### src/hdl/fhc_pkg.sv
// Package for the fire heat column block.
// Holds the channel payload types, the palette type, register codes and reset values.
// No dependencies.
`default_nettype none

package fhc_pkg;

    localparam int HEIGHT     = 8;
    localparam int CELL_W     = 8;
    localparam int COOL_W     = 7;
    localparam int COLOR_W    = 24;
    localparam int COL_IN_W   = 3;
    localparam int CFG_IDX_W  = 3;
    localparam int CFG_DATA_W = 24;

    typedef logic [CELL_W-1:0]  t_heat;
    typedef t_heat [HEIGHT-1:0] t_heat_col;
    typedef logic [COLOR_W-1:0] t_color;

    typedef enum logic [CFG_IDX_W-1:0] {
        CFG_HOT_THR   = 3'd0,
        CFG_WARM_THR  = 3'd1,
        CFG_EMBER_THR = 3'd2,
        CFG_HOT_COL   = 3'd3,
        CFG_WARM_COL  = 3'd4,
        CFG_EMBER_COL = 3'd5
    } t_cfg_idx;

    localparam t_heat  RST_HOT_THR   = 8'd180;
    localparam t_heat  RST_WARM_THR  = 8'd120;
    localparam t_heat  RST_EMBER_THR = 8'd60;
    localparam t_color RST_HOT_COL   = 24'hFF5000;
    localparam t_color RST_WARM_COL  = 24'hC81E00;
    localparam t_color RST_EMBER_COL = 24'h780A00;
    localparam t_color BLACK         = 24'h000000;

    typedef struct packed {
        t_heat  thr_hot;
        t_heat  thr_warm;
        t_heat  thr_ember;
        t_color col_hot;
        t_color col_warm;
        t_color col_ember;
    } t_palette;

    typedef struct packed {
        logic [COL_IN_W-1:0] column;
        logic [COOL_W-1:0]   cool_0;
        logic [COOL_W-1:0]   cool_1;
        logic [COOL_W-1:0]   cool_2;
        logic [COOL_W-1:0]   cool_3;
        logic [COOL_W-1:0]   cool_4;
        logic [COOL_W-1:0]   cool_5;
        logic [COOL_W-1:0]   cool_6;
        logic [COOL_W-1:0]   cool_7;
        logic                spark;
        t_heat               spark_heat;
    } t_in_item;

    typedef struct packed {
        logic [COL_IN_W-1:0] out_column;
        t_color              pixel_row0;
        t_color              pixel_row1;
        t_color              pixel_row2;
        t_color              pixel_row3;
        t_color              pixel_row4;
        t_color              pixel_row5;
        t_color              pixel_row6;
        t_color              pixel_row7;
    } t_out_item;

endpackage

`default_nettype wire

### src/hdl/fhc_in_if.sv
// Input channel of the fire heat column block: valid, ready and one update transaction.
// Depends on fhc_pkg.
`default_nettype none

interface fhc_in_if;
    logic              valid;
    logic              ready;
    fhc_pkg::t_in_item data;

    modport source (output valid, output data, input ready);
    modport sink   (input valid, input data, output ready);
endinterface

`default_nettype wire

### src/hdl/fhc_out_if.sv
// Output channel of the fire heat column block: valid, ready and one pixel column transaction.
// Depends on fhc_pkg.
`default_nettype none

interface fhc_out_if;
    logic               valid;
    logic               ready;
    fhc_pkg::t_out_item data;

    modport source (output valid, output data, input ready);
    modport sink   (input valid, input data, output ready);
endinterface

`default_nettype wire

### src/hdl/led_fire_heat_column.sv
// Top level of the fire heat column block: column heat store, cool and rise update, shading.
// Depends on fhc_pkg, fhc_in_if, fhc_out_if and fhc_shade.
//
//  channel  | dir | payload                                   | handshake
//  ---------+-----+-------------------------------------------+-------------
//  i_in     | in  | column, cool_0..cool_7, spark, spark_heat | valid/ready
//  o_out    | out | out_column, pixel_row0..pixel_row7        | valid/ready
//  cfg      | in  | i_cfg_idx, i_cfg_data                     | i_cfg_we
//
// One transaction per cycle while the output is not stalled; an accepted transaction passes
// through the stage 1, stage 2 and stage 3 registers before it is offered on the output.
// Stage 1 reads the column word, stage 2 cools, lifts and writes back, stage 3 shades.
// A write-first bypass on the column store lets back-to-back updates of one column chain.
// Reset clears one valid bit per column; an unwritten column reads as all zero heat.
// Output stalls back up through the stage enables; nothing is dropped or repeated.
`default_nettype none

module led_fire_heat_column #(
    parameter int COLUMNS = 8
) (
    input  wire                                   i_clk,
    input  wire                                   i_rst_n,
    fhc_in_if.sink                                i_in,
    fhc_out_if.source                             o_out,
    input  wire                                   i_cfg_we,
    input  wire  [fhc_pkg::CFG_IDX_W-1:0]         i_cfg_idx,
    input  wire  [fhc_pkg::CFG_DATA_W-1:0]        i_cfg_data
);

    localparam int COL_W = (COLUMNS > 1) ? $clog2(COLUMNS) : 1;
    localparam int COL_CODES = 1 << fhc_pkg::COL_IN_W;

    fhc_pkg::t_palette r_pal;

    logic [fhc_pkg::COL_IN_W-1:0] col_tab [COL_CODES];

    logic                         s1_en;
    logic                         s2_en;
    logic                         s3_en;
    logic                         wr_en;
    logic [COL_W-1:0]             wr_addr;
    logic [COL_W-1:0]             rd_addr;
    logic [fhc_pkg::COL_IN_W-1:0] in_col;

    logic                         r_s1_v;
    fhc_pkg::t_in_item            r_s1_item;
    logic [fhc_pkg::COL_IN_W-1:0] r_s1_col;
    fhc_pkg::t_heat_col           r_rd_heat;
    logic                         r_rd_ok;

    logic                         r_s2_v;
    logic [fhc_pkg::COL_IN_W-1:0] r_s2_col;
    fhc_pkg::t_heat_col           r_s2_heat;

    logic                         r_s3_v;
    fhc_pkg::t_out_item           r_s3_out;

    fhc_pkg::t_heat_col           r_mem [COLUMNS];
    logic [COLUMNS-1:0]           r_vld;

    fhc_pkg::t_heat_col           cur_heat;
    fhc_pkg::t_heat_col           cooled;
    fhc_pkg::t_heat_col           n_heat;
    logic [fhc_pkg::COOL_W-1:0]   cool [fhc_pkg::HEIGHT];
    fhc_pkg::t_color              color [fhc_pkg::HEIGHT];

    // configuration registers
    always_ff @(posedge i_clk) begin
        if (!i_rst_n) begin
            r_pal.thr_hot   <= fhc_pkg::RST_HOT_THR;
            r_pal.thr_warm  <= fhc_pkg::RST_WARM_THR;
            r_pal.thr_ember <= fhc_pkg::RST_EMBER_THR;
            r_pal.col_hot   <= fhc_pkg::RST_HOT_COL;
            r_pal.col_warm  <= fhc_pkg::RST_WARM_COL;
            r_pal.col_ember <= fhc_pkg::RST_EMBER_COL;
        end else if (i_cfg_we) begin
            unique case (fhc_pkg::t_cfg_idx'(i_cfg_idx))
                fhc_pkg::CFG_HOT_THR:   r_pal.thr_hot   <= i_cfg_data[fhc_pkg::CELL_W-1:0];
                fhc_pkg::CFG_WARM_THR:  r_pal.thr_warm  <= i_cfg_data[fhc_pkg::CELL_W-1:0];
                fhc_pkg::CFG_EMBER_THR: r_pal.thr_ember <= i_cfg_data[fhc_pkg::CELL_W-1:0];
                fhc_pkg::CFG_HOT_COL:   r_pal.col_hot   <= i_cfg_data[fhc_pkg::COLOR_W-1:0];
                fhc_pkg::CFG_WARM_COL:  r_pal.col_warm  <= i_cfg_data[fhc_pkg::COLOR_W-1:0];
                fhc_pkg::CFG_EMBER_COL: r_pal.col_ember <= i_cfg_data[fhc_pkg::COLOR_W-1:0];
                default: begin
                end
            endcase
        end
    end

    // fold the column code into range
    for (genvar g = 0; g < COL_CODES; g++) begin : g_col_tab
        assign col_tab[g] = fhc_pkg::COL_IN_W'(g % COLUMNS);
    end

    assign in_col  = col_tab[i_in.data.column];
    assign rd_addr = COL_W'(in_col);
    assign wr_addr = COL_W'(r_s1_col);

    assign s3_en      = !r_s3_v || o_out.ready;
    assign s2_en      = !r_s2_v || s3_en;
    assign s1_en      = !r_s1_v || s2_en;
    assign wr_en      = r_s1_v && s2_en;
    assign i_in.ready = s1_en;

    // stage 1: capture transaction and read column word
    always_ff @(posedge i_clk) begin
        if (!i_rst_n) begin
            r_s1_v  <= 1'b0;
            r_rd_ok <= 1'b0;
            r_vld   <= '0;
        end else begin
            if (wr_en) begin
                r_vld[wr_addr] <= 1'b1;
            end
            if (s1_en) begin
                r_s1_v  <= i_in.valid;
                r_rd_ok <= (wr_en && wr_addr == rd_addr) || r_vld[rd_addr];
            end
        end
    end

    always_ff @(posedge i_clk) begin
        if (wr_en) begin
            r_mem[wr_addr] <= n_heat;
        end
        if (s1_en) begin
            r_s1_item <= i_in.data;
            r_s1_col  <= in_col;
            if (wr_en && wr_addr == rd_addr) begin
                r_rd_heat <= n_heat;
            end else begin
                r_rd_heat <= r_mem[rd_addr];
            end
        end
    end

    // stage 2: cool, lift, spark
    assign cur_heat = r_rd_ok ? r_rd_heat : '0;
    assign cool[0]  = r_s1_item.cool_0;
    assign cool[1]  = r_s1_item.cool_1;
    assign cool[2]  = r_s1_item.cool_2;
    assign cool[3]  = r_s1_item.cool_3;
    assign cool[4]  = r_s1_item.cool_4;
    assign cool[5]  = r_s1_item.cool_5;
    assign cool[6]  = r_s1_item.cool_6;
    assign cool[7]  = r_s1_item.cool_7;

    always_comb begin
        logic [fhc_pkg::CELL_W:0] sum;
        for (int y = 0; y < fhc_pkg::HEIGHT; y++) begin
            if (cur_heat[y] > fhc_pkg::CELL_W'(cool[y])) begin
                cooled[y] = cur_heat[y] - fhc_pkg::CELL_W'(cool[y]);
            end else begin
                cooled[y] = '0;
            end
        end
        n_heat[0] = r_s1_item.spark ? r_s1_item.spark_heat : cooled[0];
        n_heat[1] = cooled[0];
        for (int y = 2; y < fhc_pkg::HEIGHT; y++) begin
            sum       = {1'b0, cooled[y-1]} + {1'b0, cooled[y-2]};
            n_heat[y] = sum[fhc_pkg::CELL_W:1];
        end
    end

    always_ff @(posedge i_clk) begin
        if (!i_rst_n) begin
            r_s2_v <= 1'b0;
        end else if (s2_en) begin
            r_s2_v <= r_s1_v;
        end
    end

    always_ff @(posedge i_clk) begin
        if (s2_en) begin
            r_s2_col  <= r_s1_col;
            r_s2_heat <= n_heat;
        end
    end

    // stage 3: shade, top row first
    for (genvar h = 0; h < fhc_pkg::HEIGHT; h++) begin : g_shade
        fhc_shade u_shade (
            .i_heat  (r_s2_heat[h]),
            .i_pal   (r_pal),
            .o_color (color[h])
        );
    end

    always_ff @(posedge i_clk) begin
        if (!i_rst_n) begin
            r_s3_v <= 1'b0;
        end else if (s3_en) begin
            r_s3_v <= r_s2_v;
        end
    end

    always_ff @(posedge i_clk) begin
        if (s3_en) begin
            r_s3_out.out_column <= r_s2_col;
            r_s3_out.pixel_row0 <= color[7];
            r_s3_out.pixel_row1 <= color[6];
            r_s3_out.pixel_row2 <= color[5];
            r_s3_out.pixel_row3 <= color[4];
            r_s3_out.pixel_row4 <= color[3];
            r_s3_out.pixel_row5 <= color[2];
            r_s3_out.pixel_row6 <= color[1];
            r_s3_out.pixel_row7 <= color[0];
        end
    end

    assign o_out.valid = r_s3_v;
    assign o_out.data  = r_s3_out;

endmodule

`default_nettype wire

### src/hdl/fhc_shade.sv
// Maps one heat cell through the three thresholds to a palette color or black.
// Depends on fhc_pkg.
`default_nettype none

module fhc_shade (
    input  var fhc_pkg::t_heat    i_heat,
    input  var fhc_pkg::t_palette i_pal,
    output fhc_pkg::t_color       o_color
);

    always_comb begin
        if (i_heat > i_pal.thr_hot) begin
            o_color = i_pal.col_hot;
        end else if (i_heat > i_pal.thr_warm) begin
            o_color = i_pal.col_warm;
        end else if (i_heat > i_pal.thr_ember) begin
            o_color = i_pal.col_ember;
        end else begin
            o_color = fhc_pkg::BLACK;
        end
    end

endmodule

`default_nettype wire

### src/flat_wrapper.sv
// flat-port wrapper written by rule: the top's interface ports become plain ports
module led_fire_heat_column_flat 
#(
    parameter int COLUMNS = 8
)
  (i_clk, i_rst_n, i_cfg_we, i_cfg_idx, i_cfg_data, i_in_valid, i_in_data, i_in_ready, o_out_valid, o_out_data, o_out_ready);
  fhc_in_if i_in_i ();
  fhc_out_if o_out_i ();
  input  wire i_clk;
  input  wire i_rst_n;
  input  wire i_cfg_we;
  input  wire  [fhc_pkg::CFG_IDX_W-1:0] i_cfg_idx;
  input  wire  [fhc_pkg::CFG_DATA_W-1:0] i_cfg_data;
  input wire logic [$bits(i_in_i.valid)-1:0] i_in_valid;
  input wire logic [$bits(i_in_i.data)-1:0] i_in_data;
  output wire logic [$bits(i_in_i.ready)-1:0] i_in_ready;
  output wire logic [$bits(o_out_i.valid)-1:0] o_out_valid;
  output wire logic [$bits(o_out_i.data)-1:0] o_out_data;
  input wire logic [$bits(o_out_i.ready)-1:0] o_out_ready;
  assign i_in_i.valid = i_in_valid;
  assign i_in_i.data = i_in_data;
  assign i_in_ready = i_in_i.ready;
  assign o_out_valid = o_out_i.valid;
  assign o_out_data = o_out_i.data;
  assign o_out_i.ready = o_out_ready;
  led_fire_heat_column #(.COLUMNS(COLUMNS)) u_core (.i_clk(i_clk), .i_rst_n(i_rst_n), .i_in(i_in_i), .o_out(o_out_i), .i_cfg_we(i_cfg_we), .i_cfg_idx(i_cfg_idx), .i_cfg_data(i_cfg_data));
endmodule
### config.mk
export PLATFORM = sky130hd
export DESIGN_NAME = led_fire_heat_column_flat
export DESIGN_NICKNAME = d
export VERILOG_FILES = /design/src/hdl/fhc_pkg.sv /design/src/hdl/fhc_in_if.sv /design/src/hdl/fhc_out_if.sv /design/src/hdl/led_fire_heat_column.sv /design/src/hdl/fhc_shade.sv /design/src/flat_wrapper.sv
export SDC_FILE = /design/constraint.sdc
export NUM_CORES = 2
export LEC_CHECK = 0
export BUFFER_PORTS_ARGS = -buffer_cell sky130_fd_sc_hd__buf_4
export CORE_MARGIN = 2
export CORE_UTILIZATION = 55
export CTS_CLUSTER_SIZE = 30
export DETAILED_ROUTE_END_ITERATION = 16
export PLACE_DENSITY = 0.83
export SLEW_MARGIN = 10
export SYNTH_ARGS = -nofsm -noshare
export SYNTH_HDL_FRONTEND = slang
export SYNTH_SLANG_ARGS = --single-unit
export TNS_END_PERCENT = 5
### constraint.sdc
create_clock -name i_clk -period 7.1 [get_ports i_clk]
set_clock_uncertainty 0.2 [all_clocks]
set_input_delay 0.355 -clock i_clk [delete_from_list [all_inputs] [get_ports i_clk]]
set_output_delay 0.355 -clock i_clk [all_outputs]
set_load 0.02 [all_outputs]
==> results.py <==
metrics = {
    "route": {
        "top_layer": "met4",
        "drt_iter0_markers": 3752,
        "vias": 32100,
        "drt-total-wl_mm": 125,
        "ant_nets": 0,
        "met2_wirelength_mm": 60.7,
        "dr.pass1.iters": 10,
        "wl_met1_mm": 46.0,
        "wl_per_cell_um": 24.5,
        "vias_per_cell": 6.29,
        "wl_met3_mm": 12.5,
        "drc": 0,
    },
    "critical_path": {
        "crit_fanout": 29,
        "r2r_slack_ns": 1.57,
        "slowest_stage": "dfxtp_2",
        "cp_data_required_time_ns": 7.20,
        "critPathBufInv": 1,
        "crit_path_max_incr_delay_ns": 0.69,
        "path_class": "reg -> reg",
        "cp.arrival_ns": 5.63,
        "cpLargestDelayFamily": "compound AO/OA/AOI/OAI gates",
        "critPathMostFrequentCell": "ha_1",
        "worst_setup_path_start_kind": "register",
        "cp_cell_sequence": "buf_4, nand2_1, ha_1, fa_1, o21ai_2, a2111oi_2, or2_1, nor2_1, xor2_1, ha_1, o21a_1, o311ai_0, a21boi_1, a21oi_1, o21bai_1",
        "endpoint_kind": "register",
    },
    "cts": {
        "numCtsBuffers": 94,
        "h-tree-depth": 3,
        "clk_latency_ns": 0.67,
        "cts.sinks": 935,
        "cts_tree": "done",
        "cts.path.max_buffers": 3,
        "hold_buffers": 88,
        "clk_pin_slew_worst_paths_ns": 0.06,
        "post_cts_buffers": 0,
        "root_buffer": "clkbuf_16",
        "cts-resized-gates": 0,
    },
    "global_route": {
        "grt_overflow": 0,
        "antenna_found_initial": 4,
        "grt_start_max_net_pins": 111,
        "grt_pass1_vias": 31700,
        "grt_use_total_pct": 28.5,
        "grt_pass1_wl_mm": 187,
    },
    "die": {
        "core_sq_um": 83600,
        "start_util_pct": 55.5,
        "rows": 106,
        "io_pins": 297,
        "fp.dieH_um": 294,
        "die_width_um": 294,
        "dieArea_sq_um": 86600,
    },
    "placement": {
        "dp_slack_ns": 1.75,
        "dp_hpwl_mm": 76.6,
        "place_congestion": 0.908,
        "io_buffers": 289,
    },
    "synthesis": {
        "synthAdderAreaFrac_pct": 7.97,
        "synth_area_sq_um": 46300,
        "synth_xor_xnor_area_share_pct": 1.45,
        "synth_compound_gate_area_share_pct": 11.1,
        "synth_area_leaders": "edfxtp_1 (54%), ha_1 (7.5%), mux4_2 (5.5%), dfxtp_1 (4.7%), mux2i_1 (3.2%)",
        "yosys.area_share.simple_pct": 9.72,
        "ys_seq_area_share_pct": 58.2,
        "synth-seq-cells": 935,
        "syn_nets": 4017,
        "synth-edff-count": 827,
        "yosysWarnings": 0,
        "avgSynthCellArea_sq_um": 12.8,
        "yosysTopAreaCellShare_pct": 53.6,
        "synth.distinct_cells": 90,
        "synth_top_family_by_area": "compound AO/OA/AOI/OAI gates",
        "synthMuxAreaShare_pct": 8.83,
        "synth_cells": 3630,
        "async_reset_ff_share_pct": 0,
        "ys.flop_type": "edfxtp_1",
        "synth_top_area_cell": "edfxtp_1",
    },
    "sta": {
        "hold_viol_final": 0,
        "relSlewSlack_pct": 13.8,
        "tightestPinTransition_ns": 1.29,
        "finalSetupViolations": 0,
        "slew_viol_final": 0,
        "fin_ws_ns": 1.57,
        "setup_tns_ns": 0,
        "layout_min_cycle_time_ns": 5.53,
        "timing.final.crit_share_pct": 77.9,
        "timing.fmax_ghz": 0.181,
        "grt_setup_unrepaired": "false",
    },
    "final_layout": {
        "fillCellCount": 5879,
        "multi_input_area_sq_um": 18400,
        "fin_nets": 4328,
        "area_growth_pct": 15.5,
        "final_common_cell": "edfxtp_1",
        "layout-drive-gt1-share_pct": 16.7,
        "seqCellArea_sq_um": 27000,
        "final_cell_mix": "edfxtp_1 (827), buf_4 (337), nand2_1 (335)",
    },
    "flow_run": {
        "drv_cap": 0,
    },
    "hold_path": {
        "hold_path_class": "in -> reg",
    },
    "power_and_ir_drop": {
        "vdd_drop_max_uv": 247,
        "cellLeakagePower_nw": 22.0,
        "power_density_nw_per_um2": 232,
    },
    "outcome": {
        "run_status": "completed",
    },
}
-- power by group --
| group | total [mW] | switching, mW | internal [mW] |
|---|---|---|---|
| combinational | 1.27 | 0.756 | 0.517 |
| clock | 4.79 | 2.14 | 2.65 |
| sequential | 6.37 | 0.146 | 6.22 |
| total | 12.4 | 3.04 | 9.39 |
-- final timing paths --
path | from | to | depth (start not counted)
worst min register to register | u_core.r_s2_col[2] | u_core.o_out.data[194] | 0
worst min-delay path | i_in_data[67] | u_core.r_s1_col[2] | 1
worst max-delay path | u_core.r_rd_ok | u_core.r_mem[7][23] | 15
worst max register to register | u_core.r_rd_ok | u_core.r_mem[7][23] | 15
-- cells in the mapped netlist, drive strengths merged (5+ instances only) --
cell / instances
o21ai: 161
o21bai: 12
nand3: 72
a21o: 75
o31a: 5
a21oi: 241
nor2b: 48
buf: 64
mux4: 114
or2: 11
o211ai: 15
o21a: 55
a22oi: 101
xnor2: 49
a221oi: 6
inv: 113
and2: 67
a21boi: 64
and3: 89
nor3: 19
nand4: 19
fa: 11
xor2: 25
ha: 276
nand2b: 33
mux2i: 149
clkbuf: 147
and4: 9
nor2: 236
a2111oi: 6
dfxtp: 108
a211oi: 11
edfxtp: 827
nand2: 338
a31oi: 5
-- worst reg2reg max path, delay by kind of cell, from the launching register on --
kind	cells	cell delay (ns)
compound gates	7	1.79
xor+xnor	1	0.15
fa+ha+maj	3	0.92
buf+inv	1	0.42
flops	1	0.69
simple gates	3	1.02
-- sequential cells by signal, summed over array words and instances, names as in the netlist --
register and count:
u_core.o_out.data 195, u_core.r_rd_heat 56, u_core.r_s1_col 3, u_core.r_rd_ok 1, u_core.r_mem 448, u_core.r_s1_v 1, u_core.r_s2_col 3, u_core.r_s1_item 9
u_core.r_s2_heat 64, u_core.cool 49, u_core.r_vld 8, u_core.r_pal 96, u_core.o_out.valid 1, u_core.r_s2_v 1
-- per-stage QoR --
stage	power (mW)	hold slack [ns]	std cells	util [%]	cell area [sq um]
floorplan	7.19	0.200	3630	-	46400
global placement	7.64	0.229	4837	59.5	49700
detailed placement	7.68	0.208	4837	59.5	49700
CTS	12.4	0.00762	5098	64.1	53500
global route	12.8	0.0299	5102	64.1	53500
finish	12.4	0.0352	5102	64.1	53500
-- per-layer routing --
layer  vias to the layer above  global-route usage [%]
li1                      14200                       -
met1                     15400                    36.5
met2                      1997                    47.8
met3                       403                    4.86
met4                         0                    12.9
met5                         -                       0
-- cells by family (layout without fill, tap and decap cells) --
kind of cell,Yosys count,in the layout
adders and majority gates,289,289
other,0,4
xor gates and xnor gates,74,74
muxes,266,266
AOI/OAI and AO/OA,787,787
buffers and inverters,324,712
DFF,935,935
and+or+nand+nor,955,955
-- area by class of cell --
type / count / share of cell area (%)
repair buffers: 426 / 6.39
multi-input cells: 2371 / 34.3
flip-flops and latches: 935 / 50.4
inverters: 113 / 0.802
well taps: 1080 / 2.52
clock buffers: 122 / 4.73
diodes: 4 / 0.0187
clock inverters: 51 / 0.792
(Power assumes the default switching activity.)
